File: config.mk
export PLATFORM = sky130hd
export DESIGN_NAME = ascm_sigma
export DESIGN_NICKNAME = d
export VERILOG_FILES = /design/src/rtl/core/ascm_pkg.sv /design/src/rtl/core/ascm_sigma.sv
export SDC_FILE = /design/constraint.sdc
export NUM_CORES = 2
export LEC_CHECK = 0
export BUFFER_PORTS_ARGS = -buffer_cell sky130_fd_sc_hd__buf_4
export CORE_MARGIN = 10
export CORE_UTILIZATION = 40
export CTS_BUF_LIST = sky130_fd_sc_hd__clkbuf_16
export DETAILED_ROUTE_END_ITERATION = 6
export GPL_ROUTABILITY_DRIVEN = 0
export MAX_ROUTING_LAYER = met4
export SETUP_SLACK_MARGIN = 0.3
export SYNTH_ARGS = -nofsm -noshare
export SYNTH_HDL_FRONTEND = slang
export SYNTH_SLANG_ARGS = --single-unit
File: constraint.sdc
create_clock -name clk -period 4.8 [get_ports clk]
set_clock_uncertainty 0.2 [all_clocks]
set_input_delay 0.48 -clock clk [delete_from_list [all_inputs] [get_ports clk]]
set_output_delay 0.48 -clock clk [all_outputs]
set_load 0.1 [all_outputs]
File: src/rtl/core/ascm_pkg.sv
// ----------------------------------------------------------------------------
// ascm_pkg
// Types, register codes and constants shared by the annular sector
// membership pipeline.
// ----------------------------------------------------------------------------
package ascm_pkg;

	// configuration register codes
	localparam int CfgIdxW = 3;
	localparam logic [CfgIdxW-1:0] REG_CENTRE   = 3'd0;
	localparam logic [CfgIdxW-1:0] REG_AXIS     = 3'd1;
	localparam logic [CfgIdxW-1:0] REG_ZERO_DIR = 3'd2;
	localparam logic [CfgIdxW-1:0] REG_R_INNER  = 3'd3;
	localparam logic [CfgIdxW-1:0] REG_R_OUTER  = 3'd4;
	localparam logic [CfgIdxW-1:0] REG_A_START  = 3'd5;
	localparam logic [CfgIdxW-1:0] REG_A_END    = 3'd6;

	localparam int HalfTurn = 18000;
	localparam int FullTurn = 36000;

	localparam int SqrtSteps   = 32;
	localparam int CordicSteps = 25;
	localparam int DivSteps    = 17;
	localparam int CordW       = 56;
	localparam int AccW        = 29;

	// round(atan(2^-i) in degrees * 409600), unit 1/4096 of a hundredth of a degree
	localparam logic signed [AccW-1:0] AtanTab [CordicSteps] = '{
		29'sd18432000, 29'sd10881045, 29'sd5749245, 29'sd2918407, 29'sd1464867,
		29'sd733147, 29'sd366663, 29'sd183343, 29'sd91673, 29'sd45837,
		29'sd22918, 29'sd11459, 29'sd5730, 29'sd2865, 29'sd1432,
		29'sd716, 29'sd358, 29'sd179, 29'sd90, 29'sd45,
		29'sd22, 29'sd11, 29'sd6, 29'sd3, 29'sd1
	};

	typedef struct packed {
		logic [23:0]        cell_id;
		logic signed [31:0] point_x;
		logic signed [31:0] point_y;
		logic signed [31:0] point_z;
	} pt_t;

	typedef struct packed {
		logic [23:0] cell_id_out;
		logic        inside_res;
		logic [16:0] sigma;
	} res_t;

	// configuration as the datapath sees it
	typedef struct packed {
		logic signed [15:0] ax;
		logic signed [15:0] ay;
		logic signed [15:0] az;
		logic signed [15:0] zx;
		logic signed [15:0] zy;
		logic signed [15:0] zz;
		logic signed [18:0] bx;
		logic signed [18:0] by;
		logic signed [18:0] bz;
		logic signed [34:0] cpx;
		logic signed [34:0] cpy;
		logic signed [34:0] cpz;
		logic [30:0]        r_inner;
		logic [30:0]        r_outer;
		logic [30:0]        width;
		logic signed [17:0] ang_st;
		logic signed [17:0] ang_en;
	} cfg_t;

	// projected offset, reduced to squared length and plane coordinates
	typedef struct packed {
		logic [23:0]        cell_id;
		logic [63:0]        sq;
		logic signed [50:0] u;
		logic signed [53:0] v;
	} vec_t;

	typedef struct packed {
		logic [23:0]        cell_id;
		logic [31:0]        radius;
		logic signed [15:0] angle;
	} pol_t;

endpackage

File: src/rtl/core/ascm_sigma.sv
// ----------------------------------------------------------------------------
// ascm_sigma
// Sector and radius test, then a restoring divider, one quotient bit per
// stage, for the relative radial position. The last stage is the output beat.
// ----------------------------------------------------------------------------
module ascm_sigma (
	input  logic            clk,
	input  logic            arst_n,
	input  logic            en,
	input  logic            in_vld,
	input  ascm_pkg::pol_t  pol,
	input  ascm_pkg::cfg_t  cfg,
	output logic            out_vld,
	output ascm_pkg::res_t  res
);
	import ascm_pkg::*;

	logic [DivSteps:0]  vld_q;
	logic [23:0]        id_q   [DivSteps+1];
	logic               in_q   [DivSteps+1];
	logic               keep_q [DivSteps+1];
	logic [31:0]        rem_q  [DivSteps+1];
	logic [16:0]        quo_q  [DivSteps+1];

	logic in_ang;
	logic hit;

	always_comb begin
		if (cfg.ang_st < cfg.ang_en)
			in_ang = (cfg.ang_st <= pol.angle) && (pol.angle <= cfg.ang_en);
		else
			in_ang = (cfg.ang_st <= pol.angle) || (pol.angle <= cfg.ang_en);
		hit = (pol.radius >= 32'(cfg.r_inner))
			&& (pol.radius <= 32'(cfg.r_outer)) && in_ang;
	end

	always_ff @(posedge clk or negedge arst_n) begin
		if (!arst_n)
			vld_q[0] <= 1'b0;
		else if (en)
			vld_q[0] <= in_vld;
	end

	always_ff @(posedge clk) begin
		if (en) begin
			id_q[0]   <= pol.cell_id;
			in_q[0]   <= hit;
			keep_q[0] <= hit && (cfg.width != '0);
			rem_q[0]  <= pol.radius - 32'(cfg.r_inner);
			quo_q[0]  <= '0;
		end
	end

	for (genvar j = 0; j < DivSteps; j++) begin : g_div
		logic [31:0] r;
		logic        take;

		// first step tests the numerator itself (quotient may reach one)
		if (j == 0) begin : g_first
			assign r = rem_q[j];
		end else begin : g_next
			assign r = {rem_q[j][30:0], 1'b0};
		end
		assign take = r >= 32'(cfg.width);

		always_ff @(posedge clk or negedge arst_n) begin
			if (!arst_n)
				vld_q[j+1] <= 1'b0;
			else if (en)
				vld_q[j+1] <= vld_q[j];
		end

		always_ff @(posedge clk) begin
			if (en) begin
				id_q[j+1]   <= id_q[j];
				in_q[j+1]   <= in_q[j];
				keep_q[j+1] <= keep_q[j];
				rem_q[j+1]  <= take ? r - 32'(cfg.width) : r;
				quo_q[j+1]  <= {quo_q[j][15:0], take};
			end
		end
	end

	assign out_vld         = vld_q[DivSteps];
	assign res.cell_id_out = id_q[DivSteps];
	assign res.inside_res  = in_q[DivSteps];
	assign res.sigma       = quo_q[DivSteps] & {17{keep_q[DivSteps]}};

endmodule

After elaboration in Yosys (flattened, before gate mapping)
Memories as Yosys holds them, arrays and structs flattened.
Cells that the tools add are included.
{ "totals": {"reg_bits": 18, "ram_bits": 1350, "output_inout_bits": 43, "wordCells": 90, "mem_count": 5} }
{ "op_classes": {"n_addsub": 18, "magnitude_cmp": 22, "mux": 20, "bitwise_logic": 1, "n_reduce_logical": 6} }
{ "memory_table": {"columns": ["memory", "words", "width", "rd", "rd_ports_with_merged_regs", "wr", "line", "text"], "rows": [
  ["rem_q", 18, 32, 17, 0, 18, "ascm_sigma.sv:22", "logic [31:0] rem_q [DivSteps+1];"],
  ["id_q", 18, 24, 18, 0, 18, "ascm_sigma.sv:19", "logic [23:0] id_q [DivSteps+1];"],
  ["quo_q", 18, 17, 18, 0, 18, "ascm_sigma.sv:23", "logic [16:0] quo_q [DivSteps+1];"],
  ["in_q", 18, 1, 18, 0, 18, "ascm_sigma.sv:20", "logic in_q [DivSteps+1];"],
  ["keep_q", 18, 1, 18, 0, 18, "ascm_sigma.sv:21", "logic keep_q [DivSteps+1];"]
]} }
{ "ops": {"columns": ["operator", "n"], "rows": [
  [">= comparator 32 x 31 -> 1 bit", 18],
  ["subtractor 32 x 31 -> 32 bit", 18],
  ["two-way mux 32 bit", 17],
  ["<= comparator 32 x 31 -> 1 bit", 1],
  ["nonzero test 31 bit", 1],
  ["<= comparator 16 x 18 -> 1 bit", 1],
  ["<= comparator 18 x 16 -> 1 bit", 1],
  ["< comparator 18 bit", 1],
  ["bitwise AND 17 bit", 1],
  ["logical AND 1 bit", 4],
  ["two-way mux 1 bit", 3],
  ["logical OR 1 bit", 1]
]} }

Logic depth before layout (Yosys ltp)
{ "logic_depth": {"word_depth": 5, "depth_mapped": 15, "ltp_nobuf": 13} }

Least setup slack after synthesis
No wires, ideal clock.
{ "synth_timing": {"path_type": "input -> register", "start": "input cfg[36] (netlist name)", "end": "memory rem_q[7][10], data pin", "setup_ns": 0.260, "arrival_time_ns": 3.500, "required_ns": 4.340, "slack_ns": 0.840, "path_stages": 12, "n_path_buf": 4, "path_cell_list": "buf_4 -> clkbuf_1 -> inv_1 -> clkbuf_1 -> ha_1 -> nand4_1 -> or3_1 -> o311ai_0 -> o21ai_1 -> a31oi_2 -> buf_2 -> mux2_2"} }
{ "synth_rtl": {"columns": ["element", "line", "text"], "rows": [
  ["from (decl)", "ascm_sigma.sv:12", "input ascm_pkg::cfg_t cfg,"],
  ["to (decl)", "ascm_sigma.sv:22", null]
]} }

==> run summary <==
layout net count - 7764
grt ovf - 0
most frequent cell after synthesis - edfxtp_1
chip width - 439 um
Post-synth EDFFs - 1149
Starting DRT DRC Count - 3724
Clk network pwr share - 0.192
WP depth - 13
P&R area growth vs syn - 15.2%
Synth top area share - 0.490
CTS Sinks - 1167
top post-synthesis cells by area - edfxtp_1 (49%), ha_1 (11%), a21oi_1 (3.8%)
dpl hpwl - 124 mm
Worst R2R Start - rem_q[14][0]$_SDFFCE_PP0P_
Mapped Area - 70400 sq um
clk slew on worst S/H paths - 0.06 ns
clock root buffer - clkbuf_16
sequential share of power - 0.319
Initial Util - 0.404
cts repair resizes - 0
Setup crit start kind - flop
path type of the worst setup path - reg2reg
DRT antenna net count - 0
Die H - 439 um
worst path cell trace - inv_1, fa_1, nor2b_1, o2111ai_1, nand3_1, a31oi_1, o21ai_1, a31oi_2, buf_4, o21ai_0, a221oi_1, xnor2_1, mux2_2
H-tree levels - 4
Fin. Hold Viols - 0
RSZ-0062 raised after global routing - false
Tightest Pin Transition - 0.976 ns
Max Clk Rate - 247 MHz
share of cells above drive strength 1 - 0.129
final worst path period need - 4.05 ns
Mapped Cells - 6227
vias per cell - 5.51
largest net degree at the start of global routing - 138
Buf/Inv on CP - 2
DRT Pass-1 Iters - 7
Avg WL per Cell - 18.7 um
Final Non-Filler Cells - 9087
NetSw - 20.4 mW
CP Capture Point - rem_q[15][30]$_DFFE_PP_
Vias - 50000
Remaining DRCs - 4
Rows - 153
post-synth cell types - 104
Synth Flop Type - edfxtp_1
net count after synthesis - 7348
first-pass GRT wire length - 265 mm
Critical Path AT - 4.36 ns
max-slew violations - 0
Crit. End Element - flop
Placed Cells - 8790
violated checks - design-rule violations
Final setup viols - 0
peak supply drop - 0.000300 V
CORE AREA - 174000 sq um
hold crit path type - in2reg
Reg2Reg Setup Slack - 0.75 ns
Num CTS Buffers - 141
IO buf count - 247
number of global-route vias before repair - 48500
synthesized area per cell - 11.3 sq um
crit-path max FO - 5
I/O pin count - 506
Slowest-stage cell, CP - o21ai_0
switch share - 0.379
CTS max path bufs - 3
leak pwr - 33.0 nW
status - complete, but fails checks
required time of the critical path - 5.11 ns
Hold Path Cell Cnt - 3
Synth top cells by count - edfxtp_1 (1149), ha_1 (641), a21oi_1 (533)
Yosys warning count - 0
Skew-Pair Late Insertion Delay - 0.79 ns
Logic pwr share - 0.488
internal power - 33.4 mW
worst r2r path cells - 13
CTS tree - yes
reg2reg end - rem_q[15][30]$_DFFE_PP_
sequential-to-total area share from yosys stat - 0.497
Async SR Flop Fraction - 0.0154
max-cap violations - 0
final wirelength - 170 mm
period utilisation layout - 0.843
Yosys top cell by area - edfxtp_1
Post CTS Setup Buffer Count - 0
Setup TNS - 0 ns
antenna violations before repair - 10
Crit path max-delay family - compound AO/OA/AOI/OAI gates
power density cells - 663 nW/um^2
max_slew headroom - 0.341
register bit total from synthesis - 1167
Global Route Usage Sum - 0.175
# hold bufs at CTS - 35
die area - 193000 sq um
CP peak stage delay - 0.70 ns
Setup crit start - rem_q[14][0]$_SDFFCE_PP0P_
==> how the worst min path moves through the flow <==
| stage | startpoint | to | slack [ns] |
|---|---|---|---|
| final | pol[35] | rem_q[0][19]$_DFFE_PP_ | 0.08 |
| after global routing | pol[37] | rem_q[0][21]$_DFFE_PP_ | 0.05 |
| after CTS | pol[35] | rem_q[0][19]$_DFFE_PP_ | 0.003 |
| after detailed placement | arst_n | out_vld$_DFFE_PN0P_ | 0.16 |
| after global placement | arst_n | out_vld$_DFFE_PN0P_ | 0.15 |
| after floorplan | arst_n | out_vld$_DFFE_PN0P_ | -0.02 |
==> metrics by stage <==
step / area [sq um] / power [mW] / setup WS, ns / utilization / hold WS [ns]
floorplan: 70400 / 36.8 / 0.840 / - / -0.0156
global placement: 76200 / 42.8 / 0.352 / 0.437 / 0.151
detailed placement: 76200 / 43.3 / 0.272 / 0.437 / 0.162
CTS: 81100 / 54.0 / 0.734 / 0.465 / 0.00262
global route: 81100 / 57.8 / 0.484 / 0.465 / 0.0468
finish: 81100 / 53.7 / 0.753 / 0.465 / 0.0780
==> tightest hold or removal path, stage by stage <==
cell,delay (ns)
buf_4,0.11
ha_1,0.21
xor2_1,0.08
==> kinds of logic after synthesis <==
group           share of synthesized area
compound gates                      0.163
xor+xnor                           0.0555
fa+ha+maj                           0.119
buf+inv                            0.0240
flops                               0.497
mux                                0.0412
simple gates                        0.101
==> layout make-up <==
type	instances	area, sq um
inverter	271	1020
clock buffer	141	3530
timing repair buffer	428	3840
multi-input combinational	4634	33800
sequential	1167	35000
antenna	5	12.5
fill	15900	93300
clock inverter	116	1020
tap	2325	2910
==> cell usage in the layout, fill, tap and decap left out, types with 35 or more instances in the layout <==
cell	n
dlygate4sd3_1	35
buf_12	43
nand2_1	461
ha_1	641
nor3_1	81
o21ai_0	424
a211oi_1	35
o21bai_1	56
nor2_1	353
or3_1	37
nand4_1	113
buf_4	350
xor2_1	187
xnor2_1	259
o21a_1	78
nor2b_1	97
nand3_1	79
and2_1	40
a31oi_1	53
inv_1	304
a21o_1	327
o31ai_1	42
mux2_2	200
and3_1	39
clkbuf_16	141
nand2b_1	75
a21oi_1	533
edfxtp_1	1149
==> layer usage <==
metal | GRT usage | vias to the layer above | part of all wire
met5 | - | - | 0
met4 | 0.0529 | 0 | 0.028
met3 | 0.0254 | 331 | 0.052
met2 | 0.278 | 1354 | 0.46
met1 | 0.232 | 23900 | 0.46
li1 | - | 24400 | -
==> flip-flops by register name, indices dropped and copies added, names as in the netlist <==
signal / count
id_q: 432
out_vld: 1
vld_q: 17
keep_q: 18
quo_q: 153
rem_q: 528
in_q: 18
==> power groups by stage <==
stage / clock network, mW / logic (mW) / registers, mW
after global placement: 0 / 25.5 / 17.4
after detailed placement: 0 / 25.9 / 17.4
after global routing: 11.1 / 29.2 / 17.4
final: 10.3 / 26.2 / 17.2
after floorplan: 0 / 20.1 / 16.7
after CTS: 10.7 / 26.1 / 17.2
No activity file was read; power rests on OpenSTA's default activity.
